$ cat src/sv/eds_pkg.sv
// shared types and constants of the euclidean distance stream block
`timescale 1ns / 1ps

package eds_pkg;

	// fixed field widths
	localparam int VALUE_BITS = 16;
	localparam int SUM_BITS   = 43;
	localparam int DIST_BITS  = 30;

	// saturation ceiling of the running sum
	localparam logic [SUM_BITS-1:0] SUM_MAX = {SUM_BITS{1'b1}};

	// one element pair
	typedef struct packed {
		logic signed [VALUE_BITS-1:0] first_value;
		logic signed [VALUE_BITS-1:0] second_value;
		logic                         last_pair;
	} pair_t;

	// one result
	typedef struct packed {
		logic [DIST_BITS-1:0] distance;
		logic [SUM_BITS-1:0]  squared_sum;
	} result_t;

	// accumulator to root unit: end of a vector pair and its final sum
	typedef struct packed {
		logic                vec_end;
		logic [SUM_BITS-1:0] sum;
	} mac_out_t;

	// root unit control from the top level
	typedef struct packed {
		logic start;
		logic take;
	} sqrt_ctl_t;

	// root unit status to the top level
	typedef struct packed {
		logic idle;
		logic done;
	} sqrt_sts_t;

endpackage

$ cat src/sv/eds_stream_if.sv
// valid/ready stream channel with a typed payload
`timescale 1ns / 1ps

interface eds_stream_if #(
	parameter type payload_t = logic
);
	logic     valid;
	logic     ready;
	payload_t data;

	modport source (output valid, output data, input ready);
	modport sink (input valid, input data, output ready);
endinterface

$ cat src/sv/eds_mac.sv
// difference, square and saturating accumulate, one pair per cycle
`timescale 1ns / 1ps

module eds_mac #(
	parameter int SAMPLE_BITS = 16
) (
	input  logic             clk,
	input  logic             arst_n,
	input  logic             in_valid,
	input  eds_pkg::pair_t   in_pair,
	output eds_pkg::mac_out_t mac_o
);

	localparam int RAW_W = (SAMPLE_BITS > eds_pkg::VALUE_BITS) ? SAMPLE_BITS
		: eds_pkg::VALUE_BITS;
	localparam int SQ_W  = 2 * SAMPLE_BITS;
	localparam int ACC_W = ((SQ_W > eds_pkg::SUM_BITS) ? SQ_W : eds_pkg::SUM_BITS) + 1;

	logic [RAW_W-1:0]               a_raw;
	logic [RAW_W-1:0]               b_raw;
	logic signed [SAMPLE_BITS:0]    a_ext;
	logic signed [SAMPLE_BITS:0]    b_ext;
	logic signed [SAMPLE_BITS:0]    diff;
	logic signed [SAMPLE_BITS:0]    diff_neg;
	logic [SAMPLE_BITS-1:0]         mag;

	logic                           valid_s1;
	logic                           last_s1;
	logic [SAMPLE_BITS-1:0]         mag_s1;

	logic                           valid_s2;
	logic                           last_s2;
	logic [SQ_W-1:0]                sq_s2;
	logic [SQ_W-1:0]                sq_c;

	logic [eds_pkg::SUM_BITS-1:0]   running_sum_q;
	logic [ACC_W-1:0]               acc_sum;
	logic [eds_pkg::SUM_BITS-1:0]   sum_next;

	// keep the low SAMPLE_BITS of each element and sign-extend them
	assign a_raw    = RAW_W'($unsigned(in_pair.first_value));
	assign b_raw    = RAW_W'($unsigned(in_pair.second_value));
	assign a_ext    = $signed({a_raw[SAMPLE_BITS-1], a_raw[SAMPLE_BITS-1:0]});
	assign b_ext    = $signed({b_raw[SAMPLE_BITS-1], b_raw[SAMPLE_BITS-1:0]});
	assign diff     = a_ext - b_ext;
	assign diff_neg = -diff;
	assign mag      = diff[SAMPLE_BITS] ? diff_neg[SAMPLE_BITS-1:0] : diff[SAMPLE_BITS-1:0];

	// stage 1: magnitude of the difference
	always_ff @(posedge clk or negedge arst_n) begin
		if (!arst_n) begin
			valid_s1 <= 1'b0;
		end else begin
			valid_s1 <= in_valid;
		end
	end

	always_ff @(posedge clk) begin
		mag_s1  <= mag;
		last_s1 <= in_pair.last_pair;
	end

	// stage 2: square
	assign sq_c = mag_s1 * mag_s1;

	always_ff @(posedge clk or negedge arst_n) begin
		if (!arst_n) begin
			valid_s2 <= 1'b0;
		end else begin
			valid_s2 <= valid_s1;
		end
	end

	always_ff @(posedge clk) begin
		sq_s2   <= sq_c;
		last_s2 <= last_s1;
	end

	// saturating add into the running sum
	assign acc_sum  = ACC_W'(running_sum_q) + ACC_W'(sq_s2);
	assign sum_next = (acc_sum > ACC_W'(eds_pkg::SUM_MAX)) ? eds_pkg::SUM_MAX
		: acc_sum[eds_pkg::SUM_BITS-1:0];

	always_ff @(posedge clk or negedge arst_n) begin
		if (!arst_n) begin
			running_sum_q <= '0;
		end else if (valid_s2) begin
			running_sum_q <= last_s2 ? '0 : sum_next;
		end
	end

	// final sum of a vector pair goes to the root unit
	assign mac_o.vec_end = valid_s2 && last_s2;
	assign mac_o.sum     = sum_next;

endmodule

$ cat src/sv/eds_sqrt.sv
// digit-serial fixed point square root, one root bit per cycle
`timescale 1ns / 1ps

module eds_sqrt #(
	parameter int FRACTION_BITS = 8
) (
	input  logic                         clk,
	input  logic                         arst_n,
	input  eds_pkg::sqrt_ctl_t           ctl,
	input  logic [eds_pkg::SUM_BITS-1:0] value,
	output eds_pkg::sqrt_sts_t           sts,
	output eds_pkg::result_t             res
);

	localparam int FRAC2 = 2 * FRACTION_BITS;
	localparam int TOTAL = eds_pkg::SUM_BITS + FRAC2;
	localparam int PAIRS = (TOTAL + 1) / 2;
	localparam int SH_W  = 2 * PAIRS;
	localparam int R_W   = PAIRS + 2;
	localparam int CNT_W = $clog2(PAIRS);

	localparam logic [1:0] ST_IDLE = 2'd0;
	localparam logic [1:0] ST_RUN  = 2'd1;
	localparam logic [1:0] ST_DONE = 2'd2;

	logic [1:0]                   state_q;
	logic [CNT_W-1:0]             cnt_q;
	logic [SH_W-1:0]              shift_q;
	logic [R_W-1:0]               rem_q;
	logic [PAIRS-1:0]             root_q;
	logic [eds_pkg::SUM_BITS-1:0] value_q;

	logic [R_W-1:0]               rem_sh;
	logic [R_W-1:0]               trial;
	logic                         fits;

	// one trial subtraction per cycle on the next two operand bits
	assign rem_sh = {rem_q[R_W-3:0], shift_q[SH_W-1 -: 2]};
	assign trial  = {root_q, 2'b01};
	assign fits   = rem_sh >= trial;

	// sequencer
	always_ff @(posedge clk or negedge arst_n) begin
		if (!arst_n) begin
			state_q <= ST_IDLE;
			cnt_q   <= '0;
		end else begin
			case (state_q)
				ST_IDLE: begin
					if (ctl.start) begin
						state_q <= ST_RUN;
						cnt_q   <= '0;
					end
				end
				ST_RUN: begin
					cnt_q <= cnt_q + 1'b1;
					if (cnt_q == CNT_W'(PAIRS - 1)) begin
						state_q <= ST_DONE;
					end
				end
				ST_DONE: begin
					if (ctl.take) begin
						state_q <= ST_IDLE;
					end
				end
				default: begin
					state_q <= ST_IDLE;
				end
			endcase
		end
	end

	// operand shift register, remainder and root
	always_ff @(posedge clk) begin
		if (state_q == ST_IDLE && ctl.start) begin
			shift_q <= SH_W'(value) << FRAC2;
			rem_q   <= '0;
			root_q  <= '0;
			value_q <= value;
		end else if (state_q == ST_RUN) begin
			shift_q <= shift_q << 2;
			rem_q   <= fits ? (rem_sh - trial) : rem_sh;
			root_q  <= {root_q[PAIRS-2:0], fits};
		end
	end

	assign sts.idle        = state_q == ST_IDLE;
	assign sts.done        = state_q == ST_DONE;
	assign res.distance    = eds_pkg::DIST_BITS'(root_q);
	assign res.squared_sum = value_q;

endmodule

$ cat src/sv/euclidean_distance_stream_top.sv
// top level of the streaming euclidean distance block
//
//   channel   dir   payload                                   role
//   pairs     in    first_value, second_value, last_pair      element pairs
//   results   out   distance, squared_sum                     one per vector pair
//
// element pairs are taken one per cycle while the input gate is open; square and
// accumulate run two stages deep; a last pair drops pairs.ready until its root
//   reaches the output register, after the accumulator and the root recurrence, which
//   yields one root bit per cycle; the root waits while the output register is stalled
// reset clears the running sum and leaves no result pending
// a stalled result waits in the output register while the next vector pair streams in
`timescale 1ns / 1ps

module euclidean_distance_stream_top #(
	parameter int SAMPLE_BITS   = 16,
	parameter int FRACTION_BITS = 8
) (
	input  logic          clk,
	input  logic          arst_n,
	eds_stream_if.sink    pairs,
	eds_stream_if.source  results
);

	logic                 gate_q;
	logic                 pair_xfer;
	logic                 out_valid_q;
	eds_pkg::result_t     out_q;
	eds_pkg::mac_out_t    mac_o;
	eds_pkg::sqrt_ctl_t   sqrt_ctl;
	eds_pkg::sqrt_sts_t   sqrt_sts;
	eds_pkg::result_t     sqrt_res;

	assign pairs.ready = !gate_q;
	assign pair_xfer   = pairs.valid && !gate_q;

	// accumulator pipeline
	eds_mac #(
		.SAMPLE_BITS(SAMPLE_BITS)
	) u_mac (
		.clk     (clk),
		.arst_n  (arst_n),
		.in_valid(pair_xfer),
		.in_pair (pairs.data),
		.mac_o   (mac_o)
	);

	// root unit
	assign sqrt_ctl.start = mac_o.vec_end;
	assign sqrt_ctl.take  = sqrt_sts.done && (!out_valid_q || results.ready);

	eds_sqrt #(
		.FRACTION_BITS(FRACTION_BITS)
	) u_sqrt (
		.clk   (clk),
		.arst_n(arst_n),
		.ctl   (sqrt_ctl),
		.value (mac_o.sum),
		.sts   (sqrt_sts),
		.res   (sqrt_res)
	);

	// input gate: held from a last pair transfer until its root moves into the output register
	always_ff @(posedge clk or negedge arst_n) begin
		if (!arst_n) begin
			gate_q <= 1'b0;
		end else if (pair_xfer && pairs.data.last_pair) begin
			gate_q <= 1'b1;
		end else if (sqrt_ctl.take) begin
			gate_q <= 1'b0;
		end
	end

	// output register
	always_ff @(posedge clk or negedge arst_n) begin
		if (!arst_n) begin
			out_valid_q <= 1'b0;
		end else if (sqrt_ctl.take) begin
			out_valid_q <= 1'b1;
		end else if (results.ready) begin
			out_valid_q <= 1'b0;
		end
	end

	always_ff @(posedge clk) begin
		if (sqrt_ctl.take) begin
			out_q <= sqrt_res;
		end
	end

	assign results.valid = out_valid_q;
	assign results.data  = out_q;

	// with no last pair in flight the root unit holds no finished result
	assert property (@(posedge clk) disable iff (!arst_n) !gate_q |-> !sqrt_sts.done)
		else $error("root unit done with no last pair pending");

	// a vector end only reaches an idle root unit
	assert property (@(posedge clk) disable iff (!arst_n) mac_o.vec_end |-> sqrt_sts.idle)
		else $error("vector end while root unit busy");

	// a moved root is offered on the next cycle
	assert property (@(posedge clk) disable iff (!arst_n) sqrt_ctl.take |=> results.valid)
		else $error("result lost after root completion");

	// the gate only closes on a last pair transfer
	assert property (@(posedge clk) disable iff (!arst_n)
		$rose(gate_q) |-> $past(pairs.valid && pairs.ready && pairs.data.last_pair))
		else $error("input gate closed without a last pair");

endmodule

$ cat src/flat_wrapper.sv
// flat-port wrapper written by rule: the top's interface ports become plain ports
module euclidean_distance_stream_top_flat 
#(
	parameter int SAMPLE_BITS   = 16,
	parameter int FRACTION_BITS = 8
)
  (clk, arst_n, pairs_valid, pairs_data, pairs_ready, results_valid, results_data, results_ready);
  eds_stream_if #(.payload_t(eds_pkg::pair_t)) pairs_i ();
  eds_stream_if #(.payload_t(eds_pkg::result_t)) results_i ();
  input  logic clk;
  input  logic arst_n;
  input wire logic [$bits(pairs_i.valid)-1:0] pairs_valid;
  input wire logic [$bits(pairs_i.data)-1:0] pairs_data;
  output wire logic [$bits(pairs_i.ready)-1:0] pairs_ready;
  output wire logic [$bits(results_i.valid)-1:0] results_valid;
  output wire logic [$bits(results_i.data)-1:0] results_data;
  input wire logic [$bits(results_i.ready)-1:0] results_ready;
  assign pairs_i.valid = pairs_valid;
  assign pairs_i.data = pairs_data;
  assign pairs_ready = pairs_i.ready;
  assign results_valid = results_i.valid;
  assign results_data = results_i.data;
  assign results_i.ready = results_ready;
  euclidean_distance_stream_top #(.SAMPLE_BITS(SAMPLE_BITS), .FRACTION_BITS(FRACTION_BITS)) u_core (.clk(clk), .arst_n(arst_n), .pairs(pairs_i), .results(results_i));
endmodule
$ cat config.mk
export PLATFORM = sky130hd
export DESIGN_NAME = euclidean_distance_stream_top_flat
export DESIGN_NICKNAME = d
export VERILOG_FILES = /design/src/sv/eds_pkg.sv /design/src/sv/eds_stream_if.sv /design/src/sv/eds_mac.sv /design/src/sv/eds_sqrt.sv /design/src/sv/euclidean_distance_stream_top.sv /design/src/flat_wrapper.sv
export SDC_FILE = /design/constraint.sdc
export NUM_CORES = 1
export LEC_CHECK = 0
export BUFFER_PORTS_ARGS = -buffer_cell sky130_fd_sc_hd__buf_4
export CELL_PAD_IN_SITES_DETAIL_PLACEMENT = 1
export CELL_PAD_IN_SITES_GLOBAL_PLACEMENT = 2
export CORE_MARGIN = 5
export CORE_UTILIZATION = 37
export DETAILED_ROUTE_END_ITERATION = 12
export PLACE_DENSITY = 0.86
export SYNTH_ARGS = -nofsm -noshare
export SYNTH_HDL_FRONTEND = slang
export SYNTH_SLANG_ARGS = --single-unit
$ cat constraint.sdc
create_clock -name clk -period 6.1 [get_ports clk]
set_clock_uncertainty 0.05 [all_clocks]
set_input_delay 0 -clock clk [delete_from_list [all_inputs] [get_ports clk]]
set_output_delay 0 -clock clk [all_outputs]
set_load 0.005 [all_outputs]
==> results of run 1 <==
[tightest hold or removal path: stages]
cell,delay [ns]
buf_4,0.08
ha_1,0.18
o21ai_0,0.14
xor2_1,0.17
[what timing repair did]
item / in CTS / in global routing
setup buffers: 1 / 8
hold buffers: 10 / 0
gates resized for setup: 16 / 78
endpoints found under the setup margin: 7 / 8
endpoints found under the hold margin: 63 / 0
pin swaps: 1 / 47
[cells by family (layout without fill, tap and decap cells)]
kind of cell,count (synthesis),in the layout
DFF,323,323
AOI/OAI and AO/OA,469,469
muxes,27,27
xor gates and xnor gates,121,121
and+or+nand+nor,546,546
adders and majority gates,349,349
buffers and inverters,450,638
[area by class of cell]
cell class	count	share of cell area, %
multi-input combinational	1512	48.7
sequential	323	31.6
timing repair buffer	202	5.97
inverter	370	5.26
clock buffer	48	3.80
tap	782	3.69
clock inverter	18	0.972
[per-layer routing]
metal  share of wire (%)  up-vias  global-route usage [%]
met5                   0        -                       0
met4                 2.9        0                    4.97
met3                 2.9      105                    2.16
met2                  53      236                    32.3
met1                  41     8352                    20.1
li1                    -     8048                       -
[flip-flops by register name, summed over array words and instances, names as in the netlist, 2 cells and up]
signal / count
u_core.results.data: 73
u_core.u_mac.mag_s1: 16
u_core.u_sqrt.state_q: 2
u_core.u_sqrt.rem_q: 30
u_core.u_sqrt.shift_q: 44
u_core.u_sqrt.value_q: 43
u_core.u_sqrt.root_q: 30
u_core.u_mac.running_sum_q: 43
u_core.u_sqrt.cnt_q: 5
u_core.u_mac.sq_s2: 31
[placed cells by master, fill, tap and decap left out, drive strengths merged, types with 61 or more instances in the layout]
| master | synthesis | routed |
|---|---|---|
| ha | 184 | 184 |
| dfxtp | 110 | 110 |
| fa | 165 | 165 |
| buf | 10 | 192 |
| nand2 | 202 | 202 |
| o21ai | 153 | 153 |
| inv | 370 | 369 |
| edfxtp | 159 | 159 |
| nand3 | 61 | 61 |
| xnor2 | 74 | 74 |
| nor2 | 113 | 113 |
| a21oi | 81 | 81 |
[how the worst max path moves through the flow]
stage / depth (start not counted) / to
2_1_floorplan: 20 / u_core.u_mac.sq_s2[25]
3_3_place_gp: 21 / u_core.u_mac.sq_s2[25]
3_5_place_dp: 21 / u_core.u_mac.sq_s2[23]
4_1_cts: 23 / u_core.u_mac.sq_s2[31]
5_1_grt: 22 / u_core.u_mac.sq_s2[23]
6_report: 22 / u_core.u_mac.sq_s2[30]
[metrics by stage]
step	util, %	area [sq um]
after global placement	40.9	24700
after CTS	43.2	26100
after global routing	43.9	26500
after floorplan	-	22700
final	43.9	26500
after detailed placement	40.9	24700
==> summary.txt, run 1 <==
Floorplanning
  • Core Box Area: 60500 sq um
  • Initial Utilization: 37.5%
  • Die H: 257 um
  • Die ar.: 66300 sq um
  • IO Pins: 112
  • Row Count: 90
  • Chip Width: 257 um

Synthesis
  • Post-Syn Area: 22700 sq um
  • Number of distinct library cells after synthesis: 75
  • Synth async-reset ratio: 16.7%
  • Share of the synthesized area in the top cell type: 21.1%
  • Cell taking the most area after synthesis: edfxtp_1
  • Post-synthesis adder-cell area fraction: 24.7%
  • Synth top cells by count: inv_1 (370), nand2_1 (202), ha_1 (184)
  • FF+latch count, synth: 323
  • Simple-Gate Fraction of Synth Area: 11.4%
  • Synthesized instance count: 2285
  • Largest family of logic cells by synthesized area: adder cells
  • Sequential share of the synthesized area: 36.8%
  • Synth Area in XOR/XNOR: 4.71%
  • Synth Area in Compound Gates: 13.7%
  • Synth warn: 0
  • Syn avg cell area: 9.91 sq um
  • Most used DFF post-synth: edfxtp_1
  • Most common cell in the netlist: inv_1
  • Mapped Nets: 2671
  • Mux contribution to synthesized area: 1.22%
  • EDFF count, synth: 159
  • Ranking of synthesized cells by area: edfxtp_1 (21%), fa_1 (15%), ha_1 (10%), dfxtp_1 (9.7%), inv_1 (6.1%)

Worst hold path
  • Hold Path Sink: u_core.u_mac.mag_s1[15]
  • Worst hold stages: 4
  • Startpoint of the worst hold path: pairs_data[31]
  • Hold Path Class: primary input to flip-flop

Placement
  • Cell Count Post-Placement: 3170
  • I/O Buffers: 111
  • Routability cong.: 0.893
  • Dpl ws: -0.270 ns
  • DPL Wire Length: 43.5 mm

Cells and area
  • Area Overhead vs Synth: 17.1%
  • Layout cells sized above 1: 14.0%
  • Number of diodes: 0
  • Nets: 2831
  • Sequential Area: 8370 sq um
  • Fill cells: 6769
  • Cell Count, Final, Fillers Out: 3255
  • Multi-input logic area: 12900 sq um

Global routing
  • Initial antenna violation count: 0
  • First-pass GRT wire length: 94.5 mm
  • GRT overflow: 0
  • Vias in the first global route: 18600
  • Largest net degree at the start of global routing: 98
  • Gr usage total: 17.0%

Critical path
  • Reg2reg start: u_core.u_mac.mag_s1[6]
  • Crit path required time: 6.47 ns
  • CP startpoint: u_core.u_mac.mag_s1[6]
  • Crit path launch type: flip-flop
  • Critical Path Fanout Max: 7
  • Bufs and invs on worst path: 7
  • Reg2reg end: u_core.u_mac.sq_s2[30]
  • Crit path arrival time: 6.31 ns
  • Crit-path cells: buf_4 -> fa_1 -> inv_1 -> fa_1 -> inv_1 -> fa_1 -> fa_2 -> fa_1 -> inv_1 -> fa_1 -> inv_1 -> ha_1 -> buf_6 -> nand4_1 -> buf_4 -> o221ai_4 -> a41oi_4 -> o21ai_2 -> o41ai_2 -> o21ba_2 -> o21bai_1 -> xor2_1
  • Reg2Reg Setup Slack: 0.15 ns
  • CP max stage cell: fa_1
  • CP delay by family, top: adder cells
  • CP peak stage delay: 0.54 ns
  • Critical Path Sink Type: flip-flop
  • R2R cell count: 22
  • Most used cell, CP: fa_1
  • Crit path kind: flip-flop to flip-flop

STA
  • Pins Over Slew Limit: 0
  • Hold WS: 0.0222 ns
  • Fmax: 0.168 GHz
  • Fin crit share: 97.5%
  • Final Hold Fails: 0
  • Setup TNS: 0 ns
  • Worst setup margin: 0.155 ns
  • Least-Margin Pin Slew: 1.24 ns
  • Final setup viols: 0
  • Slew headroom: 17.2%
  • Min Tclk post-route: 5.95 ns

Routing
  • DR iter-0 viols: 629
  • Vias after detailed routing: 16700
  • Antenna viol nets, final: 0
  • DRT Pass-1 Iters: 5
  • Drt drc: 0
  • Routed len/inst: 17.5 um
  • Routed WL: 56.8 mm
  • Vias per cell: 5.14

Clocking
  • Clk sink count: 323
  • Clock root buffer: clkbuf_16
  • Clock latency at the later pin of the worst-skew pair: 0.54 ns
  • CTS Buffer Depth: 3
  • Num CTS Buffers: 36
  • H-Tree Level Count: 2
  • Reg clk slew, reported paths: 0.06 ns
  • CTS tree: built

Run status
  • Status: complete, no violations

Flow run
  • Max cap viols: 0
Power of run 1 is not shown: default switching activity piles up to over one toggle a cycle in this logic, so the estimate is an artifact.
==> run 2, diff against run 1 <==
--- a/config.mk
+++ b/config.mk
@@ -9,9 +9,10 @@
 export CELL_PAD_IN_SITES_DETAIL_PLACEMENT = 1
 export CELL_PAD_IN_SITES_GLOBAL_PLACEMENT = 2
 export CORE_MARGIN = 5
-export CORE_UTILIZATION = 37
+export CORE_UTILIZATION = 44
+export CTS_CLUSTER_SIZE = 16
 export DETAILED_ROUTE_END_ITERATION = 12
-export PLACE_DENSITY = 0.86
+export PLACE_DENSITY_LB_ADDON = 0.1
 export SYNTH_ARGS = -nofsm -noshare
 export SYNTH_HDL_FRONTEND = slang
 export SYNTH_SLANG_ARGS = --single-unit
==> constraint.sdc (replaced) <==
create_clock -name clk -period 7.6 [get_ports clk]
set_clock_uncertainty 0.05 [all_clocks]
set_input_delay 0 -clock clk [delete_from_list [all_inputs] [get_ports clk]]
set_output_delay 0 -clock clk [all_outputs]
set_load 0.005 [all_outputs]
==> summary.txt, run 2 (same netlist as run 1, synthesis figures left out) <==
Run status
  • Status: complete, no violations

Global routing
  • Top Usage Layer GRT: met2
  • M2 GR Usage: 35.3%
  • Largest net degree at the start of global routing: 99
  • Vias in the first global route: 17800
  • Initial antenna violation count: 0
  • Met1 Use GR: 26.3%
  • GRT overflow: 0
  • GR Util met3: 2.56%
  • Gr usage total: 20.0%
  • First-pass GRT wire length: 93.0 mm

Floorplanning
  • Row Count: 83
  • Core Box Area: 51200 sq um
  • IO Pins: 112
  • Chip Width: 237 um
  • Die ar.: 56100 sq um
  • Initial Utilization: 44.2%
  • Die H: 237 um

Critical path
  • Reg2reg start: u_core.u_mac.mag_s1[14]
  • Critical Path Fanout Max: 19
  • Crit path launch type: flip-flop
  • Crit path kind: flip-flop to flip-flop
  • Crit path required time: 7.98 ns
  • Reg2Reg Setup Slack: 0.68 ns
  • Crit path arrival time: 7.30 ns
  • Critical Path Sink Type: flip-flop
  • CP startpoint: u_core.u_mac.mag_s1[14]

Clocking
  • Clk sink count: 323
  • Post-CTS Setup Inserts: 0
  • Clock latency at the later pin of the worst-skew pair: 0.55 ns
  • CTS tree: built
  • Clock root buffer: clkbuf_16
  • CTS Buffer Depth: 3
  • Reg clk slew, reported paths: 0.06 ns
  • Num CTS Buffers: 38
  • H-Tree Level Count: 2

Flow run
  • Max cap viols: 0

Cells and area
  • Fill cells: 5703
  • Nets: 2774
  • Number of diodes: 0
  • Sequential Area: 8330 sq um
  • Area Overhead vs Synth: 13.2%
  • Commonest non-fill, non-tap cells in the layout: inv_1 (369), nand2_1 (202), ha_1 (184), fa_1 (165), edfxtp_1 (159)
  • Multi-input logic area: 12600 sq um
  • Leading cell type in the layout, fill and taps excluded: inv_1
  • Layout cells sized above 1: 9.55%
  • Max reg flops: 73

STA
  • Min Tclk post-route: 6.92 ns
  • Fin crit share: 91.0%
  • Final setup viols: 0
  • Slew headroom: 34.0%
  • RSZ-0062 raised after global routing: no
  • Final Hold Fails: 0
  • Pins Over Slew Limit: 0
  • Setup TNS: 0 ns
  • Fmax: 0.145 GHz
  • Least-Margin Pin Slew: 0.990 ns

Routing
  • Drt drc: 0
  • DRT Pass-1 Iters: 5
  • Routed WL: 55.8 mm
  • Antenna viol nets, final: 0
  • DR iter-0 viols: 703
  • Vias after detailed routing: 16400
  • Vias per cell: 5.28
  • Routed len/inst: 18.0 um

Worst hold path
  • Hold Path Class: primary input to asynchronous set/reset pin

Placement
  • Routability cong.: 0.864
  • DPL Wire Length: 42.5 mm
  • I/O Buffers: 111
[run 2: changes by cell type in the layout (fill, tap and decap cells not counted), sizes merged]
cell | before | now
buf | 192 | 132
dlygate4sd3 | 10 | 11
clkinv | 7 | 15
clkbuf | 48 | 43
inv | 369 | 372
clkinvlp | 6 | 4
[run 2: critical path, cell delays in order (launching register included)]
cell	delay, ns
dfxtp_1	0.78
and2_1	0.26
inv_1	0.08
fa_1	0.52
fa_1	0.53
fa_1	0.57
fa_1	0.53
fa_1	0.54
inv_1	0.05
fa_1	0.48
ha_1	0.37
a21o_1	0.18
a21o_1	0.17
a21o_1	0.19
a221oi_1	0.29
o21ai_0	0.27
o41ai_1	0.56
o21ba_2	0.19
o21bai_1	0.07
xor2_1	0.14
[run 2: worst paths after layout]
check                                              end  cells after the start
min in group clk                u_core.u_mac.mag_s1[4]                      4
max in group asynchronous        u_core.u_mac.valid_s2                      2
worst max register to register  u_core.u_mac.sq_s2[30]                     19
worst min-delay path            u_core.u_sqrt.cnt_q[3]                      2
worst max-delay path            u_core.u_mac.sq_s2[30]                     19
worst min register to register    u_core.u_mac.last_s2                      0
[run 2: cell type report]
class | instances | share of cell area [%]
Inverter | 370 | 5.42
Multi-Input combinational cell | 1512 | 49.3
Clock inverter | 27 | 1.38
Timing Repair Buffer | 143 | 4.29
Tap cell | 680 | 3.32
Clock buffer | 43 | 3.82
Sequential cell | 323 | 32.5
[run 2: repair_timing]
| item | in CTS | in global routing |
|---|---|---|
| hold buffers | 11 | 0 |
| hold endpoints to repair | 64 | 0 |
| resized for setup | 0 | 0 |
[run 2: metal layers]
metal | wire, um | vias to the layer above
li1 | - | 7933
met1 | 25600 | 8143
met2 | 27300 | 200
met3 | 1550 | 76
met4 | 1270 | 0
met5 | 0 | -
[run 2: through the flow]
step | setup slack [ns] | instance area (sq um) | hold WS (ns) | util [%] | std cells
detailed placement | 0.676 | 24200 | 0.0680 | 47.3 | 3017
global placement | 0.851 | 24200 | 0.0701 | 47.3 | 3017
finish | 0.684 | 25600 | 0.0410 | 50.1 | 3098
CTS | 0.640 | 25600 | 0.0229 | 50.1 | 3098
floorplan | 1.25 | 22700 | -0.346 | - | 2285
global route | 0.230 | 25600 | 0.0591 | 50.1 | 3098
Power of run 2 is left out for the same reason.
==> run 3, diff against run 2 <==
==> constraint.sdc (replaced) <==
create_clock -name clk -period 7.6 [get_ports clk]
set_clock_uncertainty 0.05 [all_clocks]
set_input_delay 1.14 -clock clk [delete_from_list [all_inputs] [get_ports clk]]
set_output_delay 1.14 -clock clk [all_outputs]
set_load 0.005 [all_outputs]
==> summary.txt, run 3 (same netlist as run 1, synthesis figures left out) <==
Clocking
  • CTS Buffer Depth: 3
  • Clock root buffer: clkbuf_16
  • H-Tree Level Count: 2
  • Num CTS Buffers: 38
  • Clk sink count: 323
  • CTS tree: built
  • Clock latency at the later pin of the worst-skew pair: 0.56 ns
  • Post-CTS Setup Inserts: 0
  • # resized after CTS: 0
  • # hold bufs at CTS: 0
  • Reg clk slew, reported paths: 0.06 ns

Floorplanning
  • IO Pins: 112
  • Initial Utilization: 44.2%
  • Core Box Area: 51200 sq um
  • Row Count: 83
  • Chip Width: 237 um
  • Die H: 237 um
  • Die ar.: 56100 sq um

Routing
  • M1 WL: 25.5 mm
  • Vias after detailed routing: 16300
  • Top routing layer in use: met4
  • Routed len/inst: 18.0 um
  • Length of routed met2 wiring: 27.2 mm
  • Routed WL: 55.5 mm
  • Vias per cell: 5.27
  • Antenna viol nets, final: 0
  • DRT Pass-1 Iters: 5
  • DR iter-0 viols: 731
  • DR WL met3: 1.60 mm
  • Drt drc: 0

Cells and area
  • Area Overhead vs Synth: 12.7%
  • Layout cells sized above 1: 9.60%
  • Multi-input logic area: 12600 sq um
  • Nets: 2763
  • Sequential Area: 8330 sq um
  • Number of diodes: 0
  • Commonest non-fill, non-tap cells in the layout: inv_1 (369), nand2_1 (202), ha_1 (184), fa_1 (165), edfxtp_1 (159)
  • Max reg flops: 73
  • Fill cells: 5703
  • Leading cell type in the layout, fill and taps excluded: inv_1

Placement
  • I/O Buffers: 111
  • DPL Wire Length: 42.5 mm
  • Routability cong.: 0.864

Critical path
  • Crit path arrival time: 7.30 ns
  • Critical Path Fanout Max: 19
  • Crit path launch type: flip-flop
  • Crit path required time: 7.98 ns
  • Critical Path Sink Type: flip-flop
  • Crit path kind: flip-flop to flip-flop
  • R2R cell count: 19

Worst hold path
  • Worst hold stages: 0
  • Hold Path Class: flip-flop to flip-flop

STA
  • Min Tclk post-route: 6.92 ns
  • Fmax: 0.145 GHz
  • Slew headroom: 34.5%
  • Fin crit share: 91.0%
  • Pins Over Slew Limit: 0
  • Setup TNS: 0 ns
  • RSZ-0062 raised after global routing: no
  • Least-Margin Pin Slew: 0.982 ns
  • Final Hold Fails: 0
  • Final setup viols: 0

Global routing
  • First-pass GRT wire length: 92.7 mm
  • GRT overflow: 0
  • Largest net degree at the start of global routing: 99
  • Gr usage total: 19.9%
  • Initial antenna violation count: 0
  • Vias in the first global route: 17700

Run status
  • Status: complete, no violations

Flow run
  • Max cap viols: 0
run 3: cell count changes in the layout (fill, tap and decap cells not counted):
cell	before	now
dlygate4sd3_1	11	0
run 3: routing by layer:
layer  vias to the layer above  GRT usage, %
met5                         -             0
met4                         0          4.76
met3                        74          2.61
met2                       204          35.2
met1                      8074          26.2
li1                       7911             -
run 3: critical path, stage by stage, from the launching register on:
cell      delay [ns]
dfxtp_1         0.79
and2_1          0.26
inv_1           0.08
fa_1            0.52
fa_1            0.53
fa_1            0.57
fa_1            0.53
fa_1            0.54
inv_1           0.05
fa_1            0.48
ha_1            0.37
a21o_1          0.18
a21o_1          0.17
a21o_1          0.18
a221oi_1        0.28
o21ai_0         0.27
o41ai_1         0.56
o21ba_2         0.19
o21bai_1        0.07
xor2_1          0.14
run 3: final timing paths:
check / startpoint / endpoint / slack, ns
min reg2reg: u_core.u_mac.last_s1 / u_core.u_mac.last_s2 / 0.28
min in group asynchronous: arst_n / u_core.u_sqrt.cnt_q[3] / 0.64
max reg2reg: u_core.u_mac.mag_s1[14] / u_core.u_mac.sq_s2[30] / 0.68
max in group asynchronous: arst_n / u_core.u_mac.valid_s2 / 6.33
min: u_core.u_mac.last_s1 / u_core.u_mac.last_s2 / 0.28
max: u_core.u_mac.mag_s1[14] / u_core.u_mac.sq_s2[30] / 0.68
run 3: cell type report:
class / count / area share (%)
sequential: 323 / 32.6
clock inverter: 27 / 1.38
multi-input combinational: 1512 / 49.5
tap: 680 / 3.33
clock buffer: 43 / 3.84
timing repair buffer: 132 / 3.88
inverter: 370 / 5.44
run 3: through the flow:
stage	setup WS, ns	instances	hold WS [ns]	area, sq um	utilization (%)
after detailed placement	0.676	3017	0.270	24200	47.3
after global placement	0.851	3017	0.270	24200	47.3
after CTS	0.640	3087	0.282	25500	49.9
final	0.685	3087	0.281	25500	49.9
after global routing	0.230	3087	0.295	25500	49.9
after floorplan	1.25	2285	0.260	22700	-
Power of run 3 is left out for the same reason.
